==> config.mk <==
export PLATFORM = sky130hd
export DESIGN_NAME = obstacle_avoid_drive_sequencer
export DESIGN_NICKNAME = d
export VERILOG_FILES = /design/src/hdl/oads_pkg.sv /design/src/hdl/oads_step.sv /design/src/hdl/obstacle_avoid_drive_sequencer.sv
export SDC_FILE = /design/constraint.sdc
export NUM_CORES = 1
export LEC_CHECK = 0
export ABC_CLOCK_PERIOD_IN_PS = 5200
export BUFFER_PORTS_ARGS = -buffer_cell sky130_fd_sc_hd__buf_2
export CORE_MARGIN = 2
export CORE_UTILIZATION = 35
export DETAILED_ROUTE_END_ITERATION = 6
export GPL_TIMING_DRIVEN = 0
export PLACE_DENSITY = 0.5
export SYNTH_ARGS = -nofsm -noshare
export SYNTH_HDL_FRONTEND = slang
export SYNTH_HIERARCHICAL = 1
export SYNTH_SLANG_ARGS = --single-unit
export TNS_END_PERCENT = 30
==> constraint.sdc <==
create_clock -name clk -period 5.2 [get_ports clk]
set_clock_uncertainty 0.15 [all_clocks]
set_input_delay 1.04 -clock clk [delete_from_list [all_inputs] [get_ports clk]]
set_output_delay 1.04 -clock clk [all_outputs]
set_load 0.01 [all_outputs]
==> src/hdl/oads_pkg.sv <==
`timescale 1ns / 1ps

package oads_pkg;

    // Serial command characters (ASCII).
    localparam logic [7:0] CHAR_AUTO    = 8'h61;  // 'a'
    localparam logic [7:0] CHAR_MANUAL  = 8'h71;  // 'q'
    localparam logic [7:0] CHAR_UP      = 8'h75;  // 'u'
    localparam logic [7:0] CHAR_DOWN    = 8'h64;  // 'd'
    localparam logic [7:0] CHAR_LEFT    = 8'h6C;  // 'l'
    localparam logic [7:0] CHAR_RIGHT   = 8'h72;  // 'r'

    // Configuration register indexes.
    localparam int CFG_INDEX_W = 4;
    localparam int CFG_DATA_W  = 16;
    localparam logic [CFG_INDEX_W-1:0] REG_IR_NEAR      = 4'd0;
    localparam logic [CFG_INDEX_W-1:0] REG_IR_FAR       = 4'd1;
    localparam logic [CFG_INDEX_W-1:0] REG_SONAR_NEAR   = 4'd2;
    localparam logic [CFG_INDEX_W-1:0] REG_SONAR_FAR    = 4'd3;
    localparam logic [CFG_INDEX_W-1:0] REG_SERIAL_PER   = 4'd4;
    localparam logic [CFG_INDEX_W-1:0] REG_IR_PER       = 4'd5;
    localparam logic [CFG_INDEX_W-1:0] REG_SONAR_PER    = 4'd6;
    localparam logic [CFG_INDEX_W-1:0] REG_MOTOR_PER    = 4'd7;

    // Phase bit positions.
    localparam int PH_SERIAL = 0;
    localparam int PH_IR     = 1;
    localparam int PH_SONAR  = 2;
    localparam int PH_MOTOR  = 3;

    // Lamp levels: bit 0 red, bit 1 green.
    localparam int LAMP_RED_BIT   = 0;
    localparam int LAMP_GREEN_BIT = 1;
    localparam logic [1:0] LAMPS_OFF     = 2'b00;
    localparam logic [1:0] LAMPS_OK      = 2'b10;
    localparam logic [1:0] LAMPS_BLOCKED = 2'b01;

    localparam logic [1:0] HOLD_LIMIT = 2'd2;
    localparam logic [7:0] TICK_MAX   = 8'hFF;

    typedef enum logic [2:0] {
        CMD_NONE,
        CMD_STOP,
        CMD_FORWARD,
        CMD_BACK,
        CMD_LEFT,
        CMD_RIGHT,
        CMD_TURN
    } cmd_t;

    typedef struct packed {
        logic [7:0]  ir_near;
        logic [7:0]  ir_far;
        logic [15:0] sonar_near;
        logic [15:0] sonar_far;
        logic [7:0]  serial_period;
        logic [7:0]  ir_period;
        logic [7:0]  sonar_period;
        logic [7:0]  motor_period;
    } cfg_t;

    typedef struct packed {
        logic [7:0] serial_ticks;
        logic [7:0] ir_ticks;
        logic [7:0] sonar_ticks;
        logic [7:0] motor_ticks;
        logic [3:0] phase_bits;
        logic [1:0] hold_count;
        logic [7:0] last_byte;
        logic       autonomous;
        logic [1:0] auto_ir_class;
        logic [1:0] auto_sonar_class;
        logic [1:0] auto_comb_class;
        logic [1:0] man_ir_class;
        logic [1:0] man_sonar_class;
        logic [1:0] man_comb_class;
        logic [1:0] lamps;
    } state_t;

    typedef struct packed {
        logic       byte_taken;
        cmd_t       first_command;
        logic       first_care;
        cmd_t       second_command;
        logic       second_care;
        logic       alarm_red;
        logic       alarm_green;
        logic       autonomous_mode;
    } result_t;

    localparam cfg_t CFG_RESET = '{
        ir_near:       8'd20,
        ir_far:        8'd30,
        sonar_near:    16'd20,
        sonar_far:     16'd30,
        serial_period: 8'd1,
        ir_period:     8'd6,
        sonar_period:  8'd7,
        motor_period:  8'd1
    };

    // Autonomous banding: 0 inside the window, 1 at or beyond far, else 2.
    function automatic logic [1:0] class_auto(input logic [15:0] d,
                                              input logic [15:0] near,
                                              input logic [15:0] far);
        logic [1:0] c;
        begin
            if (d >= near && d < far)
                c = 2'd0;
            else if (d >= far)
                c = 2'd1;
            else
                c = 2'd2;
            return c;
        end
    endfunction

    // Manual banding: 2 when blocking, 1 in between, 0 when clear.
    function automatic logic [1:0] class_manual(input logic [15:0] d,
                                                input logic [15:0] near,
                                                input logic [15:0] far);
        logic [1:0] c;
        begin
            if (d <= near)
                c = 2'd2;
            else if (d < far)
                c = 2'd1;
            else
                c = 2'd0;
            return c;
        end
    endfunction

    function automatic logic [1:0] reduce_class(input logic [1:0] c);
        logic [1:0] r;
        begin
            if (c[1])
                r = 2'd2;
            else if (c[0])
                r = 2'd1;
            else
                r = 2'd0;
            return r;
        end
    endfunction

    function automatic logic [7:0] tick_advance(input logic [7:0] t);
        logic [7:0] n;
        begin
            n = (t == TICK_MAX) ? t : t + 8'd1;
            return n;
        end
    endfunction

endpackage

==> src/hdl/oads_step.sv <==
`timescale 1ns / 1ps

module oads_step
    import oads_pkg::*;
(
    input  cfg_t        cfg,
    input  state_t      cur,
    input  logic        byte_waiting,
    input  logic [7:0]  serial_byte,
    input  logic [7:0]  ir_distance,
    input  logic [15:0] sonar_distance,
    output state_t      nxt,
    output result_t     res
);

    always_comb
    begin : step_logic
        state_t     s;
        logic [7:0] t;
        logic       due;
        logic       act;
        logic       taken;
        logic       hold_stop;
        logic [1:0] c;
        cmd_t       act_cmd;
        logic       act_care;
        cmd_t       cmd0;
        cmd_t       cmd1;
        logic       care0;
        logic       care1;

        s         = cur;
        act       = 1'b0;
        taken     = 1'b0;
        hold_stop = 1'b0;
        act_cmd   = CMD_NONE;
        act_care  = 1'b0;
        cmd0      = CMD_NONE;
        cmd1      = CMD_NONE;
        care0     = 1'b0;
        care1     = 1'b0;
        c         = 2'd0;

        // Serial slot: alternates in both modes.
        t   = tick_advance(s.serial_ticks);
        due = (t >= cfg.serial_period);
        s.serial_ticks = due ? 8'd0 : t;
        if (due)
        begin
            act = !s.phase_bits[PH_SERIAL];
            s.phase_bits[PH_SERIAL] = !s.phase_bits[PH_SERIAL];
            if (act)
            begin
                s.last_byte = 8'd0;
                if (byte_waiting)
                begin
                    taken       = 1'b1;
                    s.last_byte = serial_byte;
                    if (serial_byte == CHAR_AUTO)
                        s.autonomous = 1'b1;
                    if (serial_byte == CHAR_MANUAL)
                        s.autonomous = 1'b0;
                end
            end
        end

        // IR slot.
        t   = tick_advance(s.ir_ticks);
        due = (t >= cfg.ir_period);
        s.ir_ticks = due ? 8'd0 : t;
        if (due)
        begin
            if (s.autonomous)
                s.auto_ir_class = class_auto({8'd0, ir_distance},
                                             {8'd0, cfg.ir_near}, {8'd0, cfg.ir_far});
            else
            begin
                act = !s.phase_bits[PH_IR];
                s.phase_bits[PH_IR] = !s.phase_bits[PH_IR];
                if (act)
                    s.man_ir_class = class_manual({8'd0, ir_distance},
                                                  {8'd0, cfg.ir_near}, {8'd0, cfg.ir_far});
            end
        end

        // Sonar slot, followed by the priority reduction of both combined classes.
        t   = tick_advance(s.sonar_ticks);
        due = (t >= cfg.sonar_period);
        s.sonar_ticks = due ? 8'd0 : t;
        if (due)
        begin
            if (s.autonomous)
            begin
                s.auto_sonar_class = class_auto(sonar_distance, cfg.sonar_near,
                                                cfg.sonar_far);
                s.auto_comb_class  = s.auto_ir_class | s.auto_sonar_class;
            end
            else
            begin
                act = !s.phase_bits[PH_SONAR];
                s.phase_bits[PH_SONAR] = !s.phase_bits[PH_SONAR];
                if (act)
                begin
                    s.man_sonar_class = class_manual(sonar_distance, cfg.sonar_near,
                                                     cfg.sonar_far);
                    s.man_comb_class  = s.man_ir_class | s.man_sonar_class;
                end
            end
            s.auto_comb_class = reduce_class(s.auto_comb_class);
            s.man_comb_class  = reduce_class(s.man_comb_class);
        end

        // Motor slot.
        t   = tick_advance(s.motor_ticks);
        due = (t >= cfg.motor_period);
        s.motor_ticks = due ? 8'd0 : t;
        if (due)
        begin
            if (s.autonomous)
            begin
                c = reduce_class(s.auto_comb_class);
                if (c == 2'd0)
                begin
                    s.lamps = LAMPS_OK;
                    cmd0    = CMD_FORWARD;
                    care0   = 1'b1;
                end
                else if (c == 2'd1)
                begin
                    s.lamps = LAMPS_OK;
                    cmd0    = CMD_FORWARD;
                end
                else
                begin
                    cmd0    = CMD_BACK;
                    cmd1    = CMD_TURN;
                    s.lamps = LAMPS_BLOCKED;
                end
            end
            else
            begin
                if (s.hold_count == HOLD_LIMIT)
                begin
                    hold_stop    = 1'b1;
                    s.hold_count = 2'd0;
                end
                act = !s.phase_bits[PH_MOTOR];
                s.phase_bits[PH_MOTOR] = !s.phase_bits[PH_MOTOR];
                if (act)
                begin
                    c = reduce_class(s.man_comb_class);
                    if (c != 2'd2)
                    begin
                        s.lamps = LAMPS_OK;
                        case (s.last_byte)
                            CHAR_UP:    begin act_cmd = CMD_FORWARD; act_care = c[0]; end
                            CHAR_DOWN:  begin act_cmd = CMD_BACK;    act_care = c[0]; end
                            CHAR_LEFT:  begin act_cmd = CMD_LEFT;    act_care = c[0]; end
                            CHAR_RIGHT: begin act_cmd = CMD_RIGHT;   act_care = c[0]; end
                            default:    act_cmd = CMD_STOP;
                        endcase
                    end
                    else if (s.last_byte == CHAR_DOWN)
                    begin
                        act_cmd  = CMD_BACK;
                        act_care = 1'b1;
                    end
                    else
                    begin
                        act_cmd = CMD_STOP;
                        s.lamps = LAMPS_BLOCKED;
                    end
                end
                else
                    s.hold_count = s.hold_count + 2'd1;

                // A pending hold stop goes out ahead of the phase command.
                if (hold_stop)
                begin
                    cmd0  = CMD_STOP;
                    cmd1  = act_cmd;
                    care1 = act_care;
                end
                else
                begin
                    cmd0  = act_cmd;
                    care0 = act_care;
                end
            end
        end

        nxt                 = s;
        res.byte_taken      = taken;
        res.first_command   = cmd0;
        res.first_care      = care0;
        res.second_command  = cmd1;
        res.second_care     = care1;
        res.alarm_red       = s.lamps[LAMP_RED_BIT];
        res.alarm_green     = s.lamps[LAMP_GREEN_BIT];
        res.autonomous_mode = s.autonomous;
    end

endmodule

==> src/hdl/obstacle_avoid_drive_sequencer.sv <==
`timescale 1ns / 1ps

// Obstacle-avoiding drive sequencer. Each input item is one base tick carrying
// the waiting serial byte and the latest IR and sonar distances; each tick
// yields exactly one result item with up to two drive commands, the lamp
// levels and the current mode. The block takes one item per clock cycle and
// presents its result in the cycle after acceptance: the whole tick (four slot
// timers, serial decode, distance banding and the motor decision) is resolved
// in a single pass of combinational logic that updates the state registers
// and loads the output register in the same edge. The output register is
// reloaded whenever it is empty or being drained, so in_ready only drops
// while a result is held back by out_ready. Configuration registers are
// written through the cfg channel, which is always ready; indexes beyond the
// eight defined registers are ignored. Writes should only be made while the
// block is idle.
module obstacle_avoid_drive_sequencer
    import oads_pkg::*;
(
    input  logic                   clk,
    input  logic                   rst_n,

    input  logic                   cfg_valid,
    output logic                   cfg_ready,
    input  logic [CFG_INDEX_W-1:0] cfg_index,
    input  logic [CFG_DATA_W-1:0]  cfg_data,

    input  logic                   in_valid,
    output logic                   in_ready,
    input  logic                   byte_waiting,
    input  logic [7:0]             serial_byte,
    input  logic [7:0]             ir_distance,
    input  logic [15:0]            sonar_distance,

    output logic                   out_valid,
    input  logic                   out_ready,
    output logic                   byte_taken,
    output logic [2:0]             first_command,
    output logic                   first_care,
    output logic [2:0]             second_command,
    output logic                   second_care,
    output logic                   alarm_red,
    output logic                   alarm_green,
    output logic                   autonomous_mode
);

    cfg_t    cfg_reg;
    state_t  state_reg;
    state_t  state_next;
    result_t res_reg;
    result_t res_next;
    logic    out_valid_reg;
    logic    in_accept;

    // The configuration port never stalls.
    assign cfg_ready = 1'b1;

    // A new item is taken whenever the output register is free or being emptied.
    assign in_ready  = !out_valid_reg || out_ready;
    assign in_accept = in_valid && in_ready;

    always_ff @(posedge clk or negedge rst_n)
    begin
        if (!rst_n)
            cfg_reg <= CFG_RESET;
        else if (cfg_valid)
        begin
            case (cfg_index)
                REG_IR_NEAR:    cfg_reg.ir_near       <= cfg_data[7:0];
                REG_IR_FAR:     cfg_reg.ir_far        <= cfg_data[7:0];
                REG_SONAR_NEAR: cfg_reg.sonar_near    <= cfg_data;
                REG_SONAR_FAR:  cfg_reg.sonar_far     <= cfg_data;
                REG_SERIAL_PER: cfg_reg.serial_period <= cfg_data[7:0];
                REG_IR_PER:     cfg_reg.ir_period     <= cfg_data[7:0];
                REG_SONAR_PER:  cfg_reg.sonar_period  <= cfg_data[7:0];
                REG_MOTOR_PER:  cfg_reg.motor_period  <= cfg_data[7:0];
                default:        ;
            endcase
        end
    end

    // All of the per-tick behaviour lives in the step logic.
    oads_step u_step (
        .cfg            (cfg_reg),
        .cur            (state_reg),
        .byte_waiting   (byte_waiting),
        .serial_byte    (serial_byte),
        .ir_distance    (ir_distance),
        .sonar_distance (sonar_distance),
        .nxt            (state_next),
        .res            (res_next)
    );

    // State advances only on an accepted item. Clearing the whole state also
    // leaves both lamps off.
    always_ff @(posedge clk or negedge rst_n)
    begin
        if (!rst_n)
        begin
            state_reg <= '0;
        end
        else if (in_accept)
            state_reg <= state_next;
    end

    always_ff @(posedge clk or negedge rst_n)
    begin
        if (!rst_n)
            out_valid_reg <= 1'b0;
        else if (in_accept)
            out_valid_reg <= 1'b1;
        else if (out_ready)
            out_valid_reg <= 1'b0;
    end

    // Result payload; it needs no reset as it is qualified by out_valid.
    always_ff @(posedge clk)
    begin
        if (in_accept)
            res_reg <= res_next;
    end

    assign out_valid       = out_valid_reg;
    assign byte_taken      = res_reg.byte_taken;
    assign first_command   = res_reg.first_command;
    assign first_care      = res_reg.first_care;
    assign second_command  = res_reg.second_command;
    assign second_care     = res_reg.second_care;
    assign alarm_red       = res_reg.alarm_red;
    assign alarm_green     = res_reg.alarm_green;
    assign autonomous_mode = res_reg.autonomous_mode;

    // The manual hold counter is cleared on reaching its limit, so it never
    // reaches three.
    a_hold_bounded : assert property (@(posedge clk) disable iff (!rst_n)
        state_reg.hold_count != 2'd3)
        else $error("motor hold counter out of range");

    // Stop and turn are always issued without the caution flag.
    a_care_clean : assert property (@(posedge clk) disable iff (!rst_n)
        out_valid && (first_command == CMD_STOP || first_command == CMD_TURN)
        |-> !first_care)
        else $error("stop or turn issued with caution flag");

    // The second command slot is only used once the first is filled.
    a_cmd_order : assert property (@(posedge clk) disable iff (!rst_n)
        out_valid && second_command != CMD_NONE |-> first_command != CMD_NONE)
        else $error("second command without a first");

    // Taking an 'a' byte switches the block to autonomous mode.
    a_auto_select : assert property (@(posedge clk) disable iff (!rst_n)
        in_accept && res_next.byte_taken && serial_byte == CHAR_AUTO
        |=> state_reg.autonomous && autonomous_mode)
        else $error("autonomous byte taken but mode not set");

    // A taken byte is remembered as the last command.
    a_byte_stored : assert property (@(posedge clk) disable iff (!rst_n)
        in_accept && res_next.byte_taken |=> state_reg.last_byte == $past(serial_byte))
        else $error("taken byte not stored");

endmodule

Yosys cells after proc, flatten, opt, wreduce, memory -nomap -nowiden
Index checks and enable logic that the tools add are counted.
{ "totals": {"reg_bits": 150, "inputBits": 58, "output_inout_bits": 15} }
{ "classes": {"add_sub_neg": 5, "order_cmp": 12, "eq_ne": 20, "mux": 87, "bitwise_logic": 6, "n_reduce_logical": 27} }
{ "ops": {"columns": ["cell", "count"], "rows": [
  ["two-way mux 2 bit", 44],
  ["two-way mux 8 bit", 8],
  ["== test 8 x 7 -> 1 bit (second input constant)", 6],
  ["greater-or-equal comparator 8 bit", 6],
  ["adder 8 x 1 -> 8 bit (second input constant)", 4],
  ["== test 8 bit (second input constant)", 4],
  ["greater-or-equal comparator 16 bit", 2],
  ["two-way mux 3 bit", 9],
  ["two-way mux 9 bit", 3],
  ["two-way mux 1 bit", 22],
  ["AND reduction 2 bit", 9],
  ["== test 4 x 3 -> 1 bit (second input constant)", 4],
  ["<= comparator 16 bit", 1],
  ["less-than comparator 16 bit", 1],
  ["case mux 3 bit (4 select lines)", 1],
  ["AND reduction 3 bit", 3],
  ["== test 4 x 2 -> 1 bit (second input constant)", 2],
  ["<= comparator 8 bit", 1],
  ["less-than comparator 8 bit", 1],
  ["logical NOT 1 bit", 5],
  ["== test 4 x 1 -> 1 bit (second input constant)", 1],
  ["logical NOT 4 bit", 1],
  ["NOT 1 bit", 4],
  ["bitwise OR 2 bit", 2],
  ["11 further kinds", 13]
]} }

Logic depth before layout (Yosys ltp)
Gate-level depths: netlist of run 1.
{ "logic_depth": {"word_depth": 25, "ltp_mapped": 21} }

By module
The synthesis of run 1 kept the hierarchy.
{ "modules_own_cells": {"columns": ["mod", "n_inst", "cells_per_inst", "area_each_um2", "seq_area_each_um2"], "rows": [
  ["obstacle_avoid_drive_sequencer", 1, 325, 5728.0, 3937.5],
  ["oads_step", 1, 572, 3784.9, 0.0]
]} }

Worst setup path before layout of run 1
OpenSTA, ideal clock, no wires.
{ "synth_timing": {"path_kind": "input -> register", "startpoint": "input port sonar_distance[11]", "endpoint": "register res_reg, in the netlist first_care (data pin)", "setup_time_ns": 0.251, "arrival_time_ns": 3.646, "required_ns": 4.799, "path_slack_ns": 1.153, "cell_stages": 11, "path_buffers": 1, "cell_sequence": "ha_1 > nand2_1 > or2_1 > or4_1 > or3_1 > nor4b_1 > or4_1 > o221ai_1 > a21boi_1 > o22ai_1 > buf_4"} }
{ "synth_via": {"elab_chain_cells": 23, "word_cells_on_any_way": 44, "classes_between": "order compare (4); eq/ne (1); mux (35); bitwise (2); reduce/logical (2)"} }
{ "synth_rtl": {"columns": ["element", "line_no", "rtl"], "rows": [
  ["start, declared", "obstacle_avoid_drive_sequencer.sv:32", "input logic [15:0] sonar_distance,"],
  ["less-than comparator 16 bit", "oads_pkg.sv:108, oads_pkg.sv:126", null],
  ["two-way mux 1 bit", "oads_pkg.sv:126", "else if (d < far)"],
  ["two-way mux 2 bit", "oads_pkg.sv:124", "if (d <= near)"],
  ["two-way mux 2 bit", "oads_step.sv:102", "if (act)"],
  ["two-way mux 2 bit", "oads_step.sv:92", "if (s.autonomous)"],
  ["two-way mux 2 bit", "oads_step.sv:90", "if (due)"],
  ["bitwise OR 2 bit", "oads_step.sv:106", "s.man_comb_class = s.man_ir_class | s.man_sonar_class;"],
  ["two-way mux 2 bit", "oads_step.sv:102", null],
  ["[... 7 more ...]", null, null],
  ["two-way mux 2 bit", "oads_step.sv:149", "if (act)"],
  ["two-way mux 2 bit", "oads_step.sv:119", "if (s.autonomous)"],
  ["two-way mux 2 bit", "oads_step.sv:117", "if (due)"],
  ["inequality test 2 bit / two-way mux 1 bit (equally long branches)", "oads_step.sv:152, oads_step.sv:155", null],
  ["two-way mux 1 bit", "oads_step.sv:152", "if (c != 2'd2)"],
  ["two-way mux 1 bit", "oads_step.sv:149", null],
  ["two-way mux 1 bit", "oads_step.sv:178", "if (hold_stop)"],
  ["two-way mux 1 bit (*)", "oads_step.sv:119", null],
  ["end signal, assigned", "obstacle_avoid_drive_sequencer.sv:119", "res_reg <= res_next;"],
  ["end, declared", "obstacle_avoid_drive_sequencer.sv:49", "result_t res_reg;"]
]} }
Every way passes the cells marked *; elsewhere a longest branch is shown, timed or not. The select of a mux whose other input is x is not followed.
A chain may end at the register's enable or synchronous reset.

Worst setup path after layout of run 1
{ "layout_timing": {"startpoint": "register state_reg[45] in the netlist's numbering", "endpoint": "register res_reg, in the netlist first_care (data pin)"} }
{ "layout_via": {"elab_chain_cells": 21, "word_cells_on_any_way": 36, "classes_between": "add/sub (1); order compare (1); eq/ne (2); mux (29); bitwise (2); reduce/logical (1)"} }
{ "layout_rtl": {"columns": ["element", "line_no", "rtl"], "rows": [
  ["start, declared", "obstacle_avoid_drive_sequencer.sv:47", "state_t state_reg;"],
  ["start signal, assigned", "obstacle_avoid_drive_sequencer.sv:102", "state_reg <= state_next;"],
  ["adder 8 x 1 -> 8 bit / == test 8 bit (equally long branches)", "oads_pkg.sv:150", "n = (t == TICK_MAX) ? t : t + 8'd1;"],
  ["two-way mux 8 bit (*)", "oads_pkg.sv:150", null],
  ["greater-or-equal comparator 8 bit (*)", "oads_step.sv:69", "due = (t >= cfg.ir_period);"],
  ["two-way mux 2 bit", "oads_step.sv:71", "if (due)"],
  ["bitwise OR 2 bit", "oads_step.sv:106", null],
  ["two-way mux 2 bit", "oads_step.sv:102", null],
  ["two-way mux 2 bit", "oads_step.sv:92", null],
  ["two-way mux 2 bit", "oads_step.sv:90", null],
  ["[... 5 more ...]", null, null],
  ["two-way mux 2 bit", "oads_step.sv:149", null],
  ["two-way mux 2 bit", "oads_step.sv:119", null],
  ["two-way mux 2 bit", "oads_step.sv:117", null],
  ["inequality test 2 bit / two-way mux 1 bit (equally long branches)", "oads_step.sv:152, oads_step.sv:155", null],
  ["two-way mux 1 bit", "oads_step.sv:152", null],
  ["two-way mux 1 bit", "oads_step.sv:149", null],
  ["two-way mux 1 bit", "oads_step.sv:178", null],
  ["two-way mux 1 bit (*)", "oads_step.sv:119", null]
]} }
Marks and branches as above.

==> flow_summary.toml, run 1 <==
[power_and_ir_drop]
p_seq_frac = 0.376
combPwrFrac = 0.356
ir_drop_v = 0.000213
power.leakage_nw = 4.98
p_sw_frac = 0.349
p_clk_frac = 0.268
cell_internal_pwr_w = 0.00299
p_per_area_nw_per_um2 = 428
p_sw_w = 0.00160

[place]
port_buffers = 69
post-dp-hpwl_um = 15200
dp_slack_ns = 0.361
dpl_cell_area_sq_um = 10100
dp.cells = 1289
gp_congestion = 0.750

[status]
status = "finished with violations"
failed_checks = "DRC"

[layout]
stdcell_area_sq_um = 10700
num-nets-final = 1115
stdcell_count = 1322
largest_register_ffs = 80
n_fill_cell = 2600
layout-drive-gt1-share = 0.300
areaGrowthSynthToFinish_pct = 14.9

[synthesis]
synth_fp_nets = 1026
yosys_warnings = 6
syn_inst = 884
synth_area_sq_um = 9330
synth.avg_cell_area_sq_um = 10.6

[clock_network]
clk_pin_slew_ns = 0.07
clock_latency_ns = 0.43
htreeDepth = 4
postCtsHoldBufs = 0
clk_path_buf_depth = 2
root_buffer = "clkbuf_16"
cts_buffers = 17
cts_tree = "built"
post_cts_resized = 0
cts.sinks = 150
post_cts_buffers = 0

[critical_path]
cp.required_ns = 5.23
r2r-end = "first_care"
timing.rr.start = "state_reg[45]"
cp.arrival_ns = 4.76
crit_path_end_kind = "flop"
critPathMaxFanout = 5
crit_cells = 16
cp_top_family = "compound AO/OA/AOI/OAI gates"
ff2ff_setup_slack_ns = 0.48
crit_slowest_cell = "or4_1"
r2r.worst_path.cells = 16
worst-path-buf-inv = 1
cp_cell_sequence = "ha_1 > nand2_1 > nor2_1 > nand3_1 > xnor2_1 > ha_1 > nand2b_1 > a211o_1 > a221oi_1 > o21ai_1 > and3_1 > or4_1 > o221ai_1 > a21boi_1 > o22ai_1 > buf_4"
crit_type = "reg -> reg"
crit_start = "state_reg[45]"
cpPeakStageDelay_ns = 0.54
cpMostUsedCell = "ha_1"
endpoint = "first_care"
start_kind = "flop"

[global_routing]
grt_pass1_vias = 6701
track_usage = 0.158
antenna_found_initial = 0
grt_max_degree = 82
gr-usage-met1 = 0.214
grt_first_pass_wirelength_um = 35100
grt-busiest-layer = "met2"
use_met2 = 0.262
met3_usage = 0.0241
overflow = 0

[drt]
drtIter0Drc = 267
routedWlPerCell_um = 15.9
finalWirelength_um = 21000
viasPerCell = 4.98
drt_pass1_iterations = 6
post-route-drc-count = 8
vias = 6589
ant_nets = 0

[timing]
rsz0062_at_grt = "false"
setup_tns_ns = 0
finalCriticalPeriod_ns = 4.72
setup_viol = 0
slew_viol_final = 0
period_share = 0.908
setup_slack_ns = 0.476
tightest_slew_ns = 0.842
slew_headroom = 0.433
hold_violations = 0
max_freq_ghz = 0.212

[die]
core_area_sq_um = 26100
start_util = 0.357
num_rows = 59
die_y_um = 167
dieArea_sq_um = 28000
pin_count = 73
die_w_um = 167

[worst_hold_path]
hp-class = "reg -> reg"

[job]
cap_violations = 0
## worst min path at each step
stage,cells after the start,to,from
4_1_cts,1,state_reg[0],state_reg[0]
3_3_place_gp,1,state_reg[0],state_reg[0]
6_report,1,state_reg[0],state_reg[0]
5_1_grt,1,cfg_reg[23],cfg_reg[23]
2_1_floorplan,1,state_reg[0],state_reg[0]
3_5_place_dp,1,state_reg[0],state_reg[0]
## stage by stage
step / hold slack, ns / util / power [W]
2_1_floorplan: 0.320 / - / 0.00296
3_3_place_gp: 0.333 / 0.386 / 0.00335
3_5_place_dp: 0.335 / 0.388 / 0.00338
4_1_cts: 0.351 / 0.410 / 0.00465
5_1_grt: 0.369 / 0.410 / 0.00498
6_report: 0.348 / 0.410 / 0.00459
## area by class of cell
| cell class | count | area [sq um] | share of cell area |
|---|---|---|---|
| buffer | 28 | 151 | 0.0141 |
| multi-input combinational | 609 | 4980 | 0.465 |
| clock inverter | 14 | 131 | 0.0123 |
| timing repair buffer | 70 | 379 | 0.0354 |
| clock buffer | 18 | 450 | 0.0420 |
| tap | 335 | 419 | 0.0391 |
| antenna | 1 | 2.50 | 0.000234 |
| sequential | 150 | 3840 | 0.358 |
| inverter | 97 | 364 | 0.0340 |
## power groups by stage
stage | Combinational, W | Clock [W] | Sequential, W
final | 0.00163 | 0.00123 | 0.00173
after global routing | 0.00189 | 0.00132 | 0.00178
after CTS | 0.00165 | 0.00127 | 0.00173
after detailed placement | 0.00164 | 0 | 0.00175
after global placement | 0.00161 | 0 | 0.00174
after floorplan | 0.00126 | 0 | 0.00170
## placed cells by master (no fill, tap or decap), drive strengths merged, types with 12 or more instances in the layout
master,instances
buf,88
nor2b,12
o21ai,18
ha,84
nand3,39
xnor2,19
dfstp,19
nor2,40
nand2b,18
nand2,55
edfxtp,12
a21oi,38
mux2,142
and2,20
o21a,13
clkbuf,28
inv,105
dfrtp,119
## per-layer routing
| metal | vias up | part of all wire |
|---|---|---|
| met5 | - | 0 |
| met4 | 0 | 0.0088 |
| met3 | 16 | 0.025 |
| met2 | 77 | 0.47 |
| met1 | 3209 | 0.49 |
| li1 | 3287 | - |
(Power assumes the default switching activity.)
==> run 2: changes to the inputs <==
Settings changed: RECOVER_POWER from default to 50.
==> flow_summary.toml, run 2 (synthesis results as in run 1) <==
[layout]
stdcell_count = 1322
areaGrowthSynthToFinish_pct = 14.6
num-nets-final = 1115
layout-drive-gt1-share = 0.293
largest_register_ffs = 80
layout_commonest_cell = "mux2_2"
layout_common_cells = "142 x mux2_2, 119 x dfrtp_1, 96 x inv_1"
n_fill_cell = 2608

[power_and_ir_drop]
power.leakage_nw = 4.96
ir_drop_v = 0.000213
p_per_area_nw_per_um2 = 429

[critical_path]
crit_type = "reg -> reg"
crit_path_end_kind = "flop"
crit_slowest_cell = "or4_1"
cpMostUsedCell = "ha_1"
cpPeakStageDelay_ns = 0.54
start_kind = "flop"
cp.arrival_ns = 4.76
r2r.worst_path.cells = 16
cp_cell_sequence = "ha_1 > nand2_1 > nor2_1 > nand3_1 > xnor2_1 > ha_1 > nand2b_1 > a211o_1 > a221oi_1 > o21ai_1 > and3_1 > or4_1 > o221ai_1 > a21boi_1 > o22ai_1 > buf_4"
cp.required_ns = 5.23
cp_top_family = "compound AO/OA/AOI/OAI gates"
crit_cells = 16
worst-path-buf-inv = 1
critPathMaxFanout = 5

[place]
dp_slack_ns = 0.361
post-dp-hpwl_um = 15200
port_buffers = 69
dp.cells = 1289
gp_congestion = 0.750

[global_routing]
grt_max_degree = 82
antenna_found_initial = 0
track_usage = 0.158
overflow = 0
grt_pass1_vias = 6701
grt_first_pass_wirelength_um = 35100

[die]
core_area_sq_um = 26100
die_w_um = 167
num_rows = 59
start_util = 0.357
dieArea_sq_um = 28000
die_y_um = 167
pin_count = 73

[drt]
viasPerCell = 4.98
vias = 6589
drtIter0Drc = 285
drt-met1-wl_um = 10400
dr_wl_met2_um = 9920
routedWlPerCell_um = 15.9
finalWirelength_um = 21000
wl_met3_um = 492
ant_nets = 0
maxUsedRoutingLayer = "met4"
drt_pass1_iterations = 6
post-route-drc-count = 8

[clock_network]
clk_pin_slew_ns = 0.07
postCtsHoldBufs = 0
cts.sinks = 150
cts_tree = "built"
clk_path_buf_depth = 2
root_buffer = "clkbuf_16"
htreeDepth = 4
cts_buffers = 17
clock_latency_ns = 0.43

[worst_hold_path]
hold_depth = 1
hp-class = "reg -> reg"

[timing]
slew_viol_final = 58
rsz0062_at_grt = "false"
max_freq_ghz = 0.212
tightest_slew_ns = 3.54
setup_tns_ns = 0
period_share = 0.909
hold_violations = 0
slew_headroom = -1.36
finalCriticalPeriod_ns = 4.73
setup_slack_ns = 0.474
setup_viol = 0

[status]
status = "finished with violations"
failed_checks = "DRC, capacitance limit, slew limit"

[job]
cap_violations = 1
-- run 2: changes by cell type in the layout (fill, tap and decap cells not counted), sizes merged --
cell / before / now
clkbuf: 28 / 33
buf: 88 / 83
-- run 2: area by class of cell --
class	instances	area, sq um	area share
multi-input cells	609	4970	0.465
flip-flops and latches	150	3840	0.359
clock buffers	18	450	0.0421
well taps	335	419	0.0392
repair buffers	70	369	0.0345
inverters	97	364	0.0341
plain buffers	28	146	0.0137
clock inverters	14	131	0.0123
diodes	1	2.50	0.000234
-- run 2: final timing paths --
kind / start / endpoint / slack [ns]
worst max-delay path: state_reg[45] / first_care / 0.47
worst min-delay path: state_reg[0] / state_reg[0] / 0.35
worst max register to register: state_reg[45] / first_care / 0.47
worst min register to register: state_reg[0] / state_reg[0] / 0.35
max in group asynchronous: rst_n / state_reg[38] / 1.25
min in group asynchronous: rst_n / cfg_reg[79] / 1.68
-- run 2: routing by layer --
metal,vias to the layer above,track usage
met5,-,0
met4,0,0.0450
met3,16,0.0241
met2,78,0.262
met1,3208,0.214
li1,3287,-
-- run 2: repair_timing --
action / in CTS / in global routing
endpoints found under the setup margin: 0 / 1
gates resized for setup: 0 / 1
setup buffers: 0 / 0
-- run 2: report_power, final --
| group | switching, W | internal (W) |
|---|---|---|
| logic | 0.000815 | 0.000818 |
| registers | 0.000218 | 0.00151 |
| clock network | 0.000568 | 0.000663 |
-- run 2: worst reg2reg max path: cells and delay by family (launching register included) --
family / cells / cell delay [ns]
flops: 1 / 0.40
buf+inv: 1 / 0.14
simple gates: 6 / 1.45
fa+ha+maj: 2 / 0.48
compound gates: 6 / 1.59
xor+xnor: 1 / 0.26
-- run 2: metrics by stage --
stage	hold WS (ns)	util	instance area [sq um]	total power (W)
after floorplan	0.320	-	9330	0.00296
after global placement	0.333	0.386	10100	0.00335
after detailed placement	0.335	0.388	10100	0.00338
after CTS	0.351	0.410	10700	0.00465
after global routing	0.369	0.409	10700	0.00498
final	0.348	0.409	10700	0.00459
==> run 3: changes to the inputs <==
==> constraint.sdc (replaced) <==
create_clock -name clk -period 5.2 [get_ports clk]
set_clock_uncertainty 0.15 [all_clocks]
set_input_delay 0.52 -clock clk [delete_from_list [all_inputs] [get_ports clk]]
set_output_delay 0.52 -clock clk [all_outputs]
set_load 0.01 [all_outputs]
==> flow_summary.toml, run 3 (synthesis results as in run 1) <==
[status]
status = "finished with violations"
failed_checks = "DRC, capacitance limit, slew limit"

[die]
pin_count = 73
die_w_um = 167
core_area_sq_um = 26100
die_y_um = 167
start_util = 0.357
num_rows = 59
dieArea_sq_um = 28000

[layout]
layout_commonest_cell = "mux2_2"
largest_register_ffs = 80
layout_common_cells = "141 x mux2_2, 119 x dfrtp_1, 96 x inv_1"
n_fill_cell = 2611
utilization = 0.408
layout-drive-gt1-share = 0.274
num-nets-final = 1116
areaGrowthSynthToFinish_pct = 14.2

[critical_path]
worst-path-buf-inv = 2
cp_cell_sequence = "ha_1 > nand2_1 > nor2_1 > nand3_1 > nand2b_1 > inv_1 > nand3_1 > xnor2_1 > ha_1 > nand4_1 > a21oi_1 > nand2_1 > o211a_1 > nor2_1 > inv_2 > a221o_1 > o21ai_1 > nand2_1 > o311a_1 > mux2_2"
start_kind = "flop"
critPathMaxFanout = 9
cp.arrival_ns = 4.89
cpPeakStageDelay_ns = 0.51
crit_slowest_cell = "nor2_1"
cp_top_family = "simple AND/OR/NAND/NOR gates"
crit_cells = 20
crit_type = "reg -> reg"
cpMostUsedCell = "nand2_1"
crit_path_end_kind = "flop"
cp.required_ns = 5.36
r2r.worst_path.cells = 20

[global_routing]
grt_pass1_vias = 6701
grt_first_pass_wirelength_um = 35100
antenna_found_initial = 0
track_usage = 0.158
grt_max_degree = 82
overflow = 0

[clock_network]
post_cts_buffers = 0
root_buffer = "clkbuf_16"
htreeDepth = 4
clock_latency_ns = 0.43
cts_buffers = 17
cts_tree = "built"
clk_path_buf_depth = 2
cts.sinks = 150
clk_pin_slew_ns = 0.07

[drt]
routedWlPerCell_um = 15.9
viasPerCell = 4.97
vias = 6574
ant_nets = 0
wl_met3_um = 501
maxUsedRoutingLayer = "met4"
drt_pass1_iterations = 6
drt-met1-wl_um = 10400
finalWirelength_um = 21000
drtIter0Drc = 276
post-route-drc-count = 8
dr_wl_met2_um = 9870

[timing]
finalCriticalPeriod_ns = 4.74
slew_headroom = -1.37
setup_tns_ns = 0
rsz0062_at_grt = "false"
setup_viol = 0
tightest_slew_ns = 3.55
max_freq_ghz = 0.211
hold_violations = 0
period_share = 0.911
slew_viol_final = 58

[power_and_ir_drop]
ir_drop_v = 0.000213
p_per_area_nw_per_um2 = 430
power.leakage_nw = 4.91

[worst_hold_path]
hold_depth = 2
hp-class = "in -> reg"

[job]
cap_violations = 1

[place]
gp_congestion = 0.750
port_buffers = 69
post-dp-hpwl_um = 15200
## run 3: cell count changes in the layout (fill, tap and decap cells not counted), sizes merged
cell / change
buf: -15
clkbuf: +15
dlygate4sd3: +1
## run 3: layout make-up
cell class / count / area [sq um] / share of cell area
Sequential cell: 150 / 3840 / 0.360
Clock inverter: 14 / 131 / 0.0123
Clock buffer: 18 / 450 / 0.0423
Antenna cell: 1 / 2.50 / 0.000235
Tap cell: 335 / 419 / 0.0393
Buffer: 28 / 139 / 0.0130
Multi-Input combinational cell: 609 / 4950 / 0.464
Inverter: 97 / 364 / 0.0342
Timing Repair Buffer: 71 / 363 / 0.0341
## run 3: routing by layer
| layer | vias to the layer above | global-route usage |
|---|---|---|
| li1 | 3290 | - |
| met1 | 3192 | 0.214 |
| met2 | 75 | 0.262 |
| met3 | 17 | 0.0241 |
| met4 | 0 | 0.0450 |
| met5 | - | 0 |
## run 3: worst register-to-register path, delay by kind of cell, from the launching register on
kind            cells  cell delay, ns
buf+inv             2            0.25
xor+xnor            1            0.09
fa+ha+maj           2            0.54
flops               1            0.41
simple gates        9            1.61
mux                 1            0.26
compound gates      5            1.31
## run 3: metrics by stage
stage / setup slack, ns / total power [W] / cells / hold WS (ns) / area [sq um]
global route: 0.0329 / 0.00498 / 1322 / 0.153 / 10700
floorplan: 1.19 / 0.00296 / 884 / 0.0744 / 9330
detailed placement: 0.361 / 0.00338 / 1289 / 0.335 / 10100
global placement: 0.357 / 0.00335 / 1288 / 0.333 / 10100
CTS: 0.311 / 0.00465 / 1322 / 0.141 / 10700
finish: 0.464 / 0.00459 / 1323 / 0.159 / 10700
## run 3: power breakdown
part	switching (W)	internal, W	leakage [nW]
clock	0.000566	0.000663	0.278
sequential	0.000218	0.00151	1.81
combinational	0.000815	0.000814	2.82
## run 3: timing repair
item	CTS	global route
hold endpoints to repair	54	0
resized for setup	0	1
hold buffers	1	0
setup endpoints to repair	0	1
## run 3: path summary, 6_finish.rpt
kind | start | to | slack, ns
min | in_valid | out_valid | 0.16
max reg2reg | state_reg[53] | state_reg[0] | 0.46
max | state_reg[53] | state_reg[0] | 0.46
min in group asynchronous | rst_n | cfg_reg[79] | 1.71
max in group asynchronous | rst_n | state_reg[38] | 1.20
min reg2reg | state_reg[0] | state_reg[0] | 0.35
